**src/hdl/ipatv_pkg.sv**
```systemverilog
package ipatv_pkg;

  // address classes carried on the result word
  typedef enum logic [1:0] {
    CLASS_NONE = 2'd0,
    CLASS_IPV4 = 2'd1,
    CLASS_IPV6 = 2'd2
  } addr_class_t;

  // separators and digit ranges
  localparam logic [7:0] CHAR_DOT   = 8'h2e;
  localparam logic [7:0] CHAR_COLON = 8'h3a;
  localparam logic [7:0] CHAR_0     = 8'h30;
  localparam logic [7:0] CHAR_9     = 8'h39;
  localparam logic [7:0] CHAR_LA    = 8'h61;
  localparam logic [7:0] CHAR_LF    = 8'h66;
  localparam logic [7:0] CHAR_UA    = 8'h41;
  localparam logic [7:0] CHAR_UF    = 8'h46;

  // IPv4 rules
  localparam logic [2:0] V4_FIELDS     = 3'd4;
  localparam logic [2:0] V4_MAX_DIGITS = 3'd3;
  localparam logic [2:0] V4_COUNT_SAT  = 3'd7;
  localparam logic [9:0] V4_LIMIT      = 10'd256;

  // IPv6 rules
  localparam logic [3:0] V6_GROUPS     = 4'd8;
  localparam logic [2:0] V6_MAX_DIGITS = 3'd4;
  localparam logic [3:0] V6_COUNT_SAT  = 4'd15;

  // one step of work handed from the input register to the scanner
  typedef struct packed {
    logic       step;
    logic       eos;
    logic [7:0] chr;
  } scan_req_t;

endpackage

```
**src/hdl/ipatv_scan.sv**
```systemverilog
module ipatv_scan (
  input  logic                  clk,
  input  logic                  rst_n,
  input  ipatv_pkg::scan_req_t  req,
  output ipatv_pkg::addr_class_t cls
);

  // per-string tracking state
  logic       dot_seen_r,  dot_seen_nxt;
  logic       v4_ok_r,     v4_ok_nxt;
  logic [2:0] v4_fields_r, v4_fields_nxt;
  logic [2:0] v4_digits_r, v4_digits_nxt;
  logic [9:0] v4_value_r,  v4_value_nxt;
  logic       v4_zero_r,   v4_zero_nxt;
  logic       v6_ok_r,     v6_ok_nxt;
  logic [3:0] v6_groups_r, v6_groups_nxt;
  logic [2:0] v6_digits_r, v6_digits_nxt;

  // character decode
  logic       is_dec;
  logic       is_hex;
  logic [9:0] digit_val;
  assign is_dec = (req.chr >= ipatv_pkg::CHAR_0) && (req.chr <= ipatv_pkg::CHAR_9);
  assign is_hex = is_dec ||
                  ((req.chr >= ipatv_pkg::CHAR_LA) && (req.chr <= ipatv_pkg::CHAR_LF)) ||
                  ((req.chr >= ipatv_pkg::CHAR_UA) && (req.chr <= ipatv_pkg::CHAR_UF));
  assign digit_val = {6'd0, req.chr[3:0]};

  // field / group close terms, shared by separators and end of string
  logic       v4_close_ok;
  logic [2:0] v4_fields_inc;
  logic [3:0] v6_groups_inc;
  assign v4_close_ok = (v4_digits_r != 3'd0) && (v4_value_r < ipatv_pkg::V4_LIMIT) &&
                       !(v4_zero_r && (v4_digits_r > 3'd1));
  assign v4_fields_inc = (v4_fields_r < ipatv_pkg::V4_COUNT_SAT) ?
                         v4_fields_r + 3'd1 : v4_fields_r;
  assign v6_groups_inc = (v6_groups_r < ipatv_pkg::V6_COUNT_SAT) ?
                         v6_groups_r + 4'd1 : v6_groups_r;

  // verdict at end of string
  always_comb begin
    cls = ipatv_pkg::CLASS_NONE;
    if (dot_seen_r) begin
      if (v4_ok_r && v4_close_ok && (v4_fields_inc == ipatv_pkg::V4_FIELDS))
        cls = ipatv_pkg::CLASS_IPV4;
    end else begin
      if (v6_ok_r && (v6_digits_r != 3'd0) && (v6_groups_inc == ipatv_pkg::V6_GROUPS))
        cls = ipatv_pkg::CLASS_IPV6;
    end
  end

  // state update for one character, or clear at an end-of-string word
  always_comb begin
    dot_seen_nxt  = dot_seen_r;
    v4_ok_nxt     = v4_ok_r;
    v4_fields_nxt = v4_fields_r;
    v4_digits_nxt = v4_digits_r;
    v4_value_nxt  = v4_value_r;
    v4_zero_nxt   = v4_zero_r;
    v6_ok_nxt     = v6_ok_r;
    v6_groups_nxt = v6_groups_r;
    v6_digits_nxt = v6_digits_r;

    if (req.eos) begin
      dot_seen_nxt  = 1'b0;
      v4_ok_nxt     = 1'b1;
      v4_fields_nxt = 3'd0;
      v4_digits_nxt = 3'd0;
      v4_value_nxt  = 10'd0;
      v4_zero_nxt   = 1'b0;
      v6_ok_nxt     = 1'b1;
      v6_groups_nxt = 4'd0;
      v6_digits_nxt = 3'd0;
    end else begin
      // IPv4 side
      if (req.chr == ipatv_pkg::CHAR_DOT) begin
        dot_seen_nxt  = 1'b1;
        if (!v4_close_ok) v4_ok_nxt = 1'b0;
        v4_fields_nxt = v4_fields_inc;
        v4_digits_nxt = 3'd0;
        v4_value_nxt  = 10'd0;
        v4_zero_nxt   = 1'b0;
      end else if (is_dec) begin
        if (v4_digits_r >= ipatv_pkg::V4_MAX_DIGITS) begin
          v4_ok_nxt = 1'b0;
        end else begin
          if (v4_digits_r == 3'd0) v4_zero_nxt = (req.chr == ipatv_pkg::CHAR_0);
          // value*10 + digit; value stays below 100 here
          v4_value_nxt  = (v4_value_r << 3) + (v4_value_r << 1) + digit_val;
          v4_digits_nxt = v4_digits_r + 3'd1;
        end
      end else begin
        v4_ok_nxt = 1'b0;
      end

      // IPv6 side
      if (req.chr == ipatv_pkg::CHAR_COLON) begin
        if (v6_digits_r == 3'd0) v6_ok_nxt = 1'b0;
        v6_groups_nxt = v6_groups_inc;
        v6_digits_nxt = 3'd0;
      end else if (is_hex) begin
        if (v6_digits_r >= ipatv_pkg::V6_MAX_DIGITS) v6_ok_nxt = 1'b0;
        else v6_digits_nxt = v6_digits_r + 3'd1;
      end else begin
        v6_ok_nxt = 1'b0;
      end
    end
  end

  // state registers
  always_ff @(posedge clk) begin
    if (!rst_n) begin
      dot_seen_r  <= 1'b0;
      v4_ok_r     <= 1'b1;
      v4_fields_r <= 3'd0;
      v4_digits_r <= 3'd0;
      v4_value_r  <= 10'd0;
      v4_zero_r   <= 1'b0;
      v6_ok_r     <= 1'b1;
      v6_groups_r <= 4'd0;
      v6_digits_r <= 3'd0;
    end else if (req.step) begin
      dot_seen_r  <= dot_seen_nxt;
      v4_ok_r     <= v4_ok_nxt;
      v4_fields_r <= v4_fields_nxt;
      v4_digits_r <= v4_digits_nxt;
      v4_value_r  <= v4_value_nxt;
      v4_zero_r   <= v4_zero_nxt;
      v6_ok_r     <= v6_ok_nxt;
      v6_groups_r <= v6_groups_nxt;
      v6_digits_r <= v6_digits_nxt;
    end
  end

endmodule

```
**src/hdl/ip_address_text_validator.sv**
```systemverilog
// Timing: a character word updates the scan state in the cycle after it is registered;
//   an end-of-string word raises out_valid with its class once it leaves the input register.
// Throughput: one word per cycle, given by the scan update; the input
//   register stalls only while an end-of-string result waits on a full output register.
// Reset: synchronous active-low rst_n empties both registers and returns the scan
//   state to the start of a string.
module ip_address_text_validator (
  input  logic       clk,
  input  logic       rst_n,
  input  logic       in_valid,
  output logic       in_ready,
  input  logic [7:0] in_character,
  input  logic       in_end_of_string,
  output logic       out_valid,
  input  logic       out_ready,
  output logic [1:0] out_address_class
);

  // input register
  logic       in_valid_r;
  logic [7:0] chr_r;
  logic       eos_r;

  // output register
  logic       out_valid_r;
  logic [1:0] class_r;

  logic                   out_free;
  logic                   advance;
  ipatv_pkg::scan_req_t   req;
  ipatv_pkg::addr_class_t cls;

  // a character word always advances; an end word needs room at the output
  assign out_free = !out_valid_r || out_ready;
  assign advance  = in_valid_r && (!eos_r || out_free);
  assign in_ready = !in_valid_r || advance;

  assign req.step = advance;
  assign req.eos  = eos_r;
  assign req.chr  = chr_r;

  ipatv_scan u_scan (
    .clk   (clk),
    .rst_n (rst_n),
    .req   (req),
    .cls   (cls)
  );

  // input register
  always_ff @(posedge clk) begin
    if (!rst_n) begin
      in_valid_r <= 1'b0;
    end else if (in_ready) begin
      in_valid_r <= in_valid;
    end
  end

  always_ff @(posedge clk) begin
    if (in_valid && in_ready) begin
      chr_r <= in_character;
      eos_r <= in_end_of_string;
    end
  end

  // output register
  always_ff @(posedge clk) begin
    if (!rst_n) begin
      out_valid_r <= 1'b0;
    end else if (advance && eos_r) begin
      out_valid_r <= 1'b1;
    end else if (out_ready) begin
      out_valid_r <= 1'b0;
    end
  end

  always_ff @(posedge clk) begin
    if (advance && eos_r) begin
      class_r <= cls;
    end
  end

  assign out_valid         = out_valid_r;
  assign out_address_class = class_r;

  // end word advancing always produces a result next cycle
  a_eos_result: assert property (@(posedge clk) disable iff (!rst_n)
    (advance && eos_r) |=> out_valid_r)
    else $error("end word advanced without a result");

  // no result appears unless an end word advanced
  a_no_spurious: assert property (@(posedge clk) disable iff (!rst_n)
    (out_free && !(in_valid_r && eos_r)) |=> !out_valid_r)
    else $error("result without an end word");

  // class code is one of the three defined values
  a_class_range: assert property (@(posedge clk) disable iff (!rst_n)
    out_valid_r |-> (class_r != 2'd3))
    else $error("bad address class");

endmodule

```
**config.mk**
```make
export PLATFORM = sky130hd
export DESIGN_NAME = ip_address_text_validator
export DESIGN_NICKNAME = d
export VERILOG_FILES = /design/src/hdl/ipatv_pkg.sv /design/src/hdl/ipatv_scan.sv /design/src/hdl/ip_address_text_validator.sv
export SDC_FILE = /design/constraint.sdc
export NUM_CORES = 1
export LEC_CHECK = 0
export BUFFER_PORTS_ARGS = -buffer_cell sky130_fd_sc_hd__buf_4
export CAP_MARGIN = 10
export CORE_ASPECT_RATIO = 1.25
export CORE_MARGIN = 10
export CORE_UTILIZATION = 44
export CTS_CLUSTER_DIAMETER = 60
export DETAILED_ROUTE_END_ITERATION = 10
export GPL_TIMING_DRIVEN = 0
export SLEW_MARGIN = 20
export SYNTH_ARGS = -nofsm -noshare
export SYNTH_HDL_FRONTEND = slang
export SYNTH_HIERARCHICAL = 1
export SYNTH_SLANG_ARGS = --single-unit
```
**constraint.sdc**
```tcl
create_clock -name clk -period 6.1 [get_ports clk]
set_input_delay 1.22 -clock clk [delete_from_list [all_inputs] [get_ports clk]]
set_output_delay 1.22 -clock clk [all_outputs]
set_load 0.005 [all_outputs]
```
* Word-level counts from Yosys, hierarchy flattened *
Cells that the tools add are included.

cells by class
  equal/unequal tests = 11
  $lt $le $gt $ge = 12
  reductions and logical operators = 39
  muxes and demuxes = 40
  $add $sub $neg = 6

operators with widths
  kind                                                                                 count
  10-bit two-way mux                                                                   4
  3-bit two-way mux                                                                    11
  8-bit by 6-bit equality test with 1-bit output, second input constant                3
  1-bit two-way mux                                                                    20
  8-bit by 7-bit greater-or-equal comparator with 1-bit output, second input constant  2
  8-bit by 7-bit <= comparator with 1-bit output, second input constant                2
  3-bit nonzero test                                                                   5
  1-bit logical AND                                                                    13
  4-bit two-way mux                                                                    3
  3-bit AND reduction                                                                  4
  10-bit adder                                                                         1
  10-bit by 4-bit adder with 10-bit output                                             1
  10-bit by 9-bit < comparator with 1-bit output, second input constant                1
  3-bit by 1-bit adder with 3-bit output, second input constant                        3
  8-bit by 6-bit greater-or-equal comparator with 1-bit output, second input constant  1
  8-bit by 6-bit <= comparator with 1-bit output, second input constant                1
  4-bit != test, second input constant                                                 2
  3-bit zero test                                                                      2
  3-bit by 2-bit != test with 1-bit output, second input constant                      2
  3-bit != test, second input constant                                                 2
  2-bit nonzero test                                                                   3
  1-bit logical OR                                                                     5
  4-bit by 1-bit adder with 4-bit output, second input constant                        1
  4-bit equality test, second input constant                                           1
  10 further kinds                                                                     15

storage, ports and cells
  register bits after elaboration = 40
  output and inout bits = 4

* Logic depth before layout (Yosys ltp) *
Gate-level depths: netlist of the first run.

  depth in word-level cells = 8
  mapped depth = 9
  depth with buffers taken out = 9

* Modules after synthesis *
Netlist of the first run, hierarchy kept.

by module, submodules not included
  module                     area each (um^2)  instances  cells each  sequential area each (um^2)
  ipatv_scan                 1,969.4           1          241         540.5
  ip_address_text_validator  447.9             1          23          370.4

* Least setup slack after synthesis of the first run *
OpenSTA, ideal clock, no wires.

  kind = input to register
  start = in out_ready
  end = reg u_scan.v4_ok_r
  slack = 3.169 ns
  path buffers = 1
  data required time = 5.977 ns
  cell stages on the path = 7
  arrival time = 2.807 ns
  cell sequence = and2b_1 -> a21boi_1 -> inv_1 -> clkbuf_1 -> or4_1 -> a31oi_1 -> a21oi_1

between the ends
  cells in the longest elaborated chain, start to end = 4

RTL lines
  element                        RTL line                         text
  start: declaration             ip_address_text_validator.sv:15  input logic out_ready,
  1-bit logical OR               ip_address_text_validator.sv:34  assign out_free = !out_valid_r || out_ready;
  1-bit logical OR               ip_address_text_validator.sv:35  assign advance = in_valid_r && (!eos_r || out_free);
  1-bit logical AND              ip_address_text_validator.sv:35
  net advance                    ip_address_text_validator.sv:29  logic advance;
  3-bit AND reduction (no line)  n/a
  end signal: assignment         ipatv_scan.sv:124                v4_ok_r <= v4_ok_nxt;
  end: declaration               ipatv_scan.sv:10                 logic v4_ok_r, v4_ok_nxt;

The timed path passes the listed nets, and every way through them passes these cells.
A chain may end at the register's enable or synchronous reset.

* Final worst setup path of the first run *
Same ends and word-level chain as after synthesis.

==> flow_summary.ini, run 1 <==
[status]
status = finished, final reports clean

[floorplan]
core_area_um2 = 5370
ios = 17
die_y_um = 103
rows = 30
initial_core_util_pct = 45.0
die_w_um = 86.3
fp.dieArea_um2 = 8880

[cts]
htreeDepth = 2
cts_inserted_buffers = 5
clk_latency_ps = 280
cts_root_buffer = clkbuf_8
clkTransAtPathRegs_ps = 70
post_cts_resized = 0
cts_hold_buf = 0
cts.sinks = 40
post_cts_buffers = 0
cts_tree = yes
ctsLongestPathBuffers = 2

[grt]
antenna_found_initial = 0
grt.total_usage_pct = 11.7
grt_pass1_vias = 1909
use_met2_pct = 20.7
met3_usage_pct = 2.37
gr-usage-met1_pct = 13.8
grt_pass1_wl_um = 8480
grt_overflow_total = 0
grt_max_degree = 13
busiest_layer = met2

[routing]
routed_wl_um = 5100
wl_per_cell_um = 14.5
route.detailed.drc = 0
viasPerCell = 5.63
vias = 1980
ant_nets = 0
drt_iter0_drc = 78
drtPass1Iterations = 4

[pwr]
p_per_area_nw_per_um2 = 181
power_uw = 489
ir_drop_v = 0.000157
leakagePower_uw = 0.00111

[worst_hold_path]
min_path_type = reg -> reg
hold_path.startpoint = u_scan/v4_ok_r
whs_path_depth = 2
hold_end = u_scan/v4_ok_r

[final_layout]
multi_input_area_um2 = 1390
diodes = 0
fin_util_pct = 50.3
fin_nets = 324
final_cell_mix = 29 x dfxtp_1, 22 x inv_1, 22 x ha_1, 20 x nand2_1, 20 x nor2_1
drive_above_1_share_pct = 10.4
area_growth_pct = 11.6
nFillCells = 538
mostFrequentLayoutCell = dfxtp_1
final-seq-area_um2 = 911

[logic_synthesis]
synth_area_um2 = 2420
yosys_warnings = 6
yosysSeqAreaShare_pct = 37.7
synth-async-reset-ratio_pct = 0
ys_ff_latch = 40
synth_top_flop_cell = dfxtp_1
synth_nets = 301
avgSynthCellArea_um2 = 9.16
syn_inst = 264
synth_edf_count = 11
synthDistinctLibCells = 56

[timing]
fmax_mhz = 315
rsz0062_at_grt = no
fin_crit_sh_pct = 52.1
tightest_slew_ps = 825
relSlewSlack_pct = 44.9
fin_crit_ps = 3180
setup_viol = 0
slew_violations = 0
skew_ps = 4.27
setup_tns_ps = 0
hold_violations = 0

[placed_design]
portBuffers = 16
dp_hpwl_um = 3830
gp_congestion = 0.803

[worst_setup_path]
cp.required_ps = 6270
critPathSlowestCell = a21boi_1
worst-path-buf-inv = 3
crit_family = compound AO/OA/AOI/OAI gates
reg2reg_slack_ps = 3230
crit_fanout = 10
critPathMaxStageDelay_ps = 660
worst_ep_arrival_time_ps = 3350
crit_path_end_kind = register
r2r_start = chr_r[3]
r2r_cells = 9
crit_type = in -> reg
startpoint = out_ready
cp-start-kind = input pin
crit_path_cell_trace = buf_4, and2b_1, a21boi_1, inv_1, clkbuf_1, or4_1, a31oi_1, a21oi_1
reg2reg_to = u_scan/v4_value_r[7]

[run]
cap_violations = 0
[report_power, final]
group	internal, µW	leakage, µW	switching [µW]
registers	279	0.000341	7.61
clock network	80.2	0.0000422	85.2
logic	16.0	0.000722	21.3
[registers in the layout, summed over array words and instances (netlist names)]
name                count
u_scan/v4_value_r      10
chr_r                   8
u_scan/v6_groups_r      4
u_scan/v4_digits_r      3
u_scan/v4_fields_r      3
u_scan/v6_digits_r      3
out_address_class       2
eos_r                   1
in_valid_r              1
out_valid               1
u_scan/dot_seen_r       1
u_scan/v4_ok_r          1
u_scan/v4_zero_r        1
u_scan/v6_ok_r          1
[through the flow]
step	cell area, µm²	hold slack, ps	setup slack [ps]	std cells
after floorplan	2420	426	3170	264
after global placement	2620	441	2660	344
after detailed placement	2620	445	2630	344
after CTS	2700	456	2930	352
after global routing	2700	486	2810	352
final	2700	453	2920	352
[metal layers]
| layer | wire [µm] | vias to the layer above |
|---|---|---|
| li1 | - | 1014 |
| met1 | 2420 | 925 |
| met2 | 2470 | 37 |
| met3 | 167 | 4 |
| met4 | 45 | 0 |
| met5 | 0 | - |
[cell type report]
cell class                      instances  share of cell area (%)
Multi-Input combinational cell        195                    51.6
Timing Repair Buffer                   16                    4.45
Buffer                                  7                    1.16
Sequential cell                        40                    33.8
Tap cell                               64                    2.97
Clock buffer                            7                    2.83
Inverter                               22                    3.06
Clock inverter                          1                   0.185
[cells in the mapped netlist, types with 2 or more instances]
cell type | n | area [µm²]
inv_1 | 22 | 82.6
a211o_1 | 2 | 17.5
a21boi_0 | 2 | 15.0
nor2b_1 | 5 | 31.3
nor3_1 | 7 | 35.0
nand3_1 | 8 | 40.0
clkbuf_1 | 5 | 18.8
a31oi_1 | 7 | 43.8
or3_1 | 4 | 25.0
xnor2_1 | 3 | 26.3
dfxtp_1 | 29 | 581
nand2b_1 | 6 | 37.5
a32oi_1 | 2 | 17.5
ha_1 | 22 | 275
a21boi_1 | 3 | 22.5
o31ai_1 | 3 | 22.5
nand2_1 | 20 | 75.1
nor2_1 | 20 | 75.1
nand4_1 | 3 | 18.8
o21ai_0 | 7 | 35.0
mux2i_1 | 2 | 20.0
fa_1 | 2 | 40.0
o21ai_1 | 3 | 15.0
and2_1 | 2 | 12.5
o211ai_1 | 3 | 22.5
nor4_1 | 2 | 12.5
and4b_1 | 2 | 20.0
a22oi_1 | 6 | 45.0
a21oi_1 | 17 | 85.1
nor3b_1 | 3 | 22.5
edfxtp_1 | 11 | 330
and3_1 | 4 | 25.0
a21o_1 | 4 | 30.0
[tightest hold or removal path, stage by stage, from the launching register on]
cell	delay, ps
dfxtp_1	310
inv_1	50
a21oi_1	50
[cell families (layout without fill, tap and decap cells)]
group	count (synthesis)	in the layout	share of synthesized area (%)
AND/OR/NAND/NOR	96	96	22.5
adder cells (fa/ha/maj)	24	24	13.0
AO/OA/AOI/OAI	70	70	20.1
XOR/XNOR	3	3	1.09
buffers and inverters	29	53	4.71
multiplexers	2	2	0.828
flip-flops	40	40	37.7
[worst max path at each step]
stage / slack, ps / to / depth (start not counted)
after floorplan: 3170 / u_scan/v4_ok_r / 7
after global placement: 2660 / u_scan/v4_ok_r / 8
after detailed placement: 2630 / u_scan/v4_ok_r / 8
after CTS: 2930 / u_scan/v4_ok_r / 8
after global routing: 2810 / u_scan/v4_ok_r / 8
final: 2920 / u_scan/v4_ok_r / 8
(Power assumes the default switching activity.)
==> run 2, diff against run 1 <==
Clock period 6.1 ns to 2.6 ns, I/O delays scaled along.
==> run 2 against run 1 <==
  * Critical endpoint is now u_scan/v4_value_r[7]
  * Register-to-register slack got worse by 3100 ps
  * Hold slack got worse by 44 ps
  * Combinational power up 150%
  * Via count about the same
  * Total power is 140% higher
==> flow_summary.ini, run 2 (synthesis results as in run 1) <==
[cts]
cts_root_buffer = clkbuf_8
htreeDepth = 2
ctsLongestPathBuffers = 2
cts_inserted_buffers = 5
cts.sinks = 40
clkTransAtPathRegs_ps = 70
cts_tree = yes
clk_latency_ps = 280
cts_hold_buf = 0

[routing]
ant_nets = 0
routed_wl_um = 5190
drt_iter0_drc = 83
vias = 1979
route.detailed.drc = 0
viasPerCell = 5.54
wl_per_cell_um = 14.5
drtPass1Iterations = 4

[pwr]
ir_drop_v = 0.000369
power_uw = 1150
p_per_area_nw_per_um2 = 416
leakagePower_uw = 0.00114

[final_layout]
finalInstanceArea_um2 = 2770
diodes = 0
mostFrequentLayoutCell = dfxtp_1
largestRegisters = u_scan/v4_value_r x10, chr_r x8, u_scan/v6_groups_r x4
fin_nets = 329
nFillCells = 535
drive_above_1_share_pct = 14.0
area_growth_pct = 14.6
regMostFlops = u_scan/v4_value_r
final_cell_mix = 28 x dfxtp_1, 22 x inv_1, 22 x buf_4, 21 x ha_1
largest_reg_flops = 10

[timing]
hold_violations = 0
fin_crit_sh_pct = 95.7
fmax_mhz = 402
relSlewSlack_pct = 62.4
fin_crit_ps = 2490
skew_ps = 4.90
tightest_slew_ps = 564
slew_violations = 0
setup_viol = 0

[floorplan]
initial_core_util_pct = 45.0
core_area_um2 = 5370
rows = 30
ios = 17
die_y_um = 103
fp.dieArea_um2 = 8880
die_w_um = 86.3

[run]
cap_violations = 0

[grt]
grt_overflow_total = 0
antenna_found_initial = 0
grt_pass1_wl_um = 8520
grt.total_usage_pct = 11.7
grt_pass1_vias = 1919
grt_max_degree = 13

[placed_design]
dpl_cell_area_um2 = 2620
dp_hpwl_um = 3830
portBuffers = 16
gp_congestion = 0.803

[worst_setup_path]
r2r_start = u_scan/v4_value_r[2]
crit_path_end_kind = register
cp-start-kind = register
startpoint = u_scan/v4_value_r[2]
worst_ep_arrival_time_ps = 2640
crit_fanout = 4
cp.required_ps = 2750
crit_type = reg -> reg

[status]
status = finished, final reports clean

[worst_hold_path]
min_path_type = in -> reg
hold_path.startpoint = in_character[1]
==> run 2: cell count changes in the layout (fill, tap and decap cells not counted), sizes merged <==
cell  previous run  this run
buf             18        23
==> run 2: worst paths after layout <==
check	to	slack (ps)	cells past startpoint
min	chr_r[1]	410	1
max reg2reg	u_scan/v4_value_r[7]	110	9
min reg2reg	u_scan/v4_ok_r	450	2
max	u_scan/v4_value_r[7]	110	9
==> run 2: metal layers <==
metal  track usage [%]  part of all wire [%]  vias to the layer above
li1                  -                     -                     1022
met1              13.9                    47                      920
met2              20.8                    49                       33
met3              2.37                   3.0                        4
met4              3.50                  0.87                        0
met5                 0                     0                        -
==> run 2: area by class of cell <==
class | count | area (µm²) | share of cell area [%]
Multi-Input combinational cell | 195 | 1430 | 51.4
Timing Repair Buffer | 21 | 158 | 5.69
Sequential cell | 40 | 912 | 32.9
Clock buffer | 7 | 76.3 | 2.76
Inverter | 22 | 82.6 | 2.98
Clock inverter | 1 | 5.00 | 0.181
Tap cell | 64 | 80.1 | 2.89
Buffer | 7 | 31.3 | 1.13
==> run 2: worst max-delay path, cell delays in order, from the launching register on <==
cell and delay, ps:
dfxtp_2 340, inv_1 60, fa_1 580, inv_1 80, ha_4 270, a211o_1 110, o211ai_1 160, and4b_1 250
o41ai_2 400, a21oi_1 100
==> run 2: timing repair <==
| action | CTS | global route |
|---|---|---|
| buffers inserted | 3 | 2 |
| pin swaps | 1 | 6 |
| endpoints found under the setup margin | 3 | 3 |
| resized for setup | 1 | 5 |
==> run 2: metrics by stage <==
| stage | TNS, ps | hold slack, ps | setup slack (ps) | utilization, % | instances |
|---|---|---|---|---|---|
| after floorplan | 0 | 426 | 187 | - | 264 |
| after global placement | -374 | 441 | -232 | 48.8 | 344 |
| after detailed placement | -446 | 445 | -276 | 48.8 | 344 |
| after CTS | 0 | 397 | 8.80 | 50.8 | 355 |
| after global routing | -9.54 | 393 | -9.54 | 51.6 | 357 |
| final | 0 | 409 | 111 | 51.6 | 357 |
==> run 2: power by group <==
group	switching, µW	total (µW)	internal [µW]
Combinational	51.9	91.3	39.4
Clock	201	390	188
Sequential	16.6	672	655
Total	270	1150	883
==> run 3, diff against run 2 <==
Settings changed: ABC_CLOCK_PERIOD_IN_PS from default to 2600, CORE_UTILIZATION 44 to 49, PLACE_DENSITY from default to 0.69.
==> run 3 against run 2 <==
  * First-iteration DRC count rose by 9.6%
  * Largest cell class unchanged
  * Clock-buffer cell count decreased by 2
  * Clock power is 29% higher
  * Setup slack worse by 22 ps
  * Largest power group unchanged
  * Sequential power hardly changed
  * Clock skew barely moved
  * Wire length down 2.1%
  * Total power is 9.7% higher
  * Critical path depth stayed put
  * Sequential cell count unchanged
==> flow_summary.ini, run 3 (synthesis results as in run 1) <==
[floorplan]
core_area_um2 = 4760
initial_core_util_pct = 50.7
fp.dieArea_um2 = 8160
die_w_um = 82.8
die_y_um = 98.5
ios = 17
rows = 28

[final_layout]
nFillCells = 455
regMostFlops = u_scan/v4_value_r
area_growth_pct = 14.3
fin_nets = 327
largest_reg_flops = 10
largestRegisters = u_scan/v4_value_r x10, chr_r x8, u_scan/v6_groups_r x4
mostFrequentLayoutCell = dfxtp_1
final_cell_mix = 28 x dfxtp_1, 22 x inv_1, 22 x ha_1
diodes = 0
drive_above_1_share_pct = 13.4
instances_no_fill = 351

[timing]
hold_ws_ps = 400
fmax_mhz = 398
fin_crit_ps = 2510
setup_viol = 0
fin_crit_sh_pct = 96.6
skew_ps = 5.26
tightest_slew_ps = 566
setup_tns_ps = 0
fin_ws_ps = 89.2
slew_violations = 0
hold_violations = 0
relSlewSlack_pct = 62.3

[cts]
htreeDepth = 2
clkTransAtPathRegs_ps = 80
clk_latency_ps = 290
cts_tree = yes
cts_inserted_buffers = 5
cts_root_buffer = clkbuf_8
ctsLongestPathBuffers = 2
cts.sinks = 40
cts_hold_buf = 0

[routing]
drtPass1Iterations = 4
vias = 2055
wl_per_cell_um = 14.5
route.detailed.drc = 0
viasPerCell = 5.85
drt_iter0_drc = 91
routed_wl_um = 5080
ant_nets = 0

[placed_design]
dp_hpwl_um = 3770
pre_cts_slack_ps = -201
gp_congestion = 0.826
portBuffers = 16
placedCellCount = 340

[run]
cap_violations = 0

[worst_setup_path]
crit_type = reg -> reg
cp-start-kind = register
crit_fanout = 4
cp.required_ps = 2760
worst_ep_arrival_time_ps = 2670
critPathMaxStageDelay_ps = 580
cpMostUsedCell = inv_1
critPathSlowestCell = fa_1
crit_path_end_kind = register
crit_path_cell_trace = inv_1, fa_1, inv_1, ha_1, a211o_1, o211ai_1, and4b_1, o41ai_2, a21oi_1

[grt]
antenna_found_initial = 0
grt_pass1_wl_um = 8740
grt_overflow_total = 0
grt.total_usage_pct = 12.4
grt_max_degree = 14
grt_pass1_vias = 2015

[pwr]
leakagePower_uw = 0.00114
ir_drop_v = 0.000360
p_per_area_nw_per_um2 = 458

[worst_hold_path]
min_path_type = in -> reg

[status]
status = finished, final reports clean
[run 3: cell count changes in the layout (fill, tap and decap cells not counted), sizes merged]
cell	before	now
clkbuf	12	10
buf	23	21
clkinvlp	0	1
bufinv	0	1
[run 3: metal layers]
layer | GRT usage (%) | wire length (µm)
met1 | 14.0 | 2330
met4 | 6.04 | 66
met2 | 21.0 | 2480
met5 | 0 | 0
met3 | 3.29 | 198
[run 3: through the flow]
step	util, %	total power (µW)	area (µm²)
4_1_cts	57.5	1280	2740
3_3_place_gp	54.8	772	2610
3_5_place_dp	54.8	774	2610
5_1_grt	58.0	1310	2760
6_report	58.0	1260	2760
2_1_floorplan	-	737	2420
[run 3: final timing paths]
path	from	endpoint	slack (ps)	cells after the start
hold reg to reg	u_scan/v4_ok_r	u_scan/v4_ok_r	450	2
setup reg to reg	u_scan/v4_value_r[2]	u_scan/v4_value_r[7]	90	9
hold / removal	in_character[2]	chr_r[2]	400	1
setup / recovery	u_scan/v4_value_r[2]	u_scan/v4_value_r[7]	90	9
[run 3: layout make-up]
| class | instances | area, µm² | share of cell area (%) |
|---|---|---|---|
| buffer | 7 | 31.3 | 1.13 |
| clock buffer | 5 | 68.8 | 2.49 |
| clock inverter | 3 | 42.5 | 1.54 |
| inverter | 22 | 82.6 | 2.99 |
| multi-input combinational | 195 | 1410 | 51.0 |
| sequential | 40 | 912 | 33.0 |
| tap | 60 | 75.1 | 2.72 |
| timing repair buffer | 19 | 143 | 5.16 |
[run 3: critical path: cells and delay by family, from the launching register on]
family	cells	cell delay, ps
AO/OA/AOI/OAI	4	760
adder cells (fa/ha/maj)	2	880
buffers and inverters	2	120
flip-flops	1	350
AND/OR/NAND/NOR	1	250
[run 3: where the power goes]
group	total, µW	switching (µW)	internal, µW	leakage [µW]
Sequential	671	16.7	655	0.000342
Combinational	89.8	51.0	38.8	0.000746
Clock	503	219	284	0.0000541
Total	1260	287	977	0.00114
[run 3: timing repair]
item | in CTS | in global routing
setup endpoints to repair | 1 | 4
pin swaps | 0 | 4
endpoints found under the hold margin | 0 | 0
resized for setup | 1 | 3
setup buffers | 1 | 2
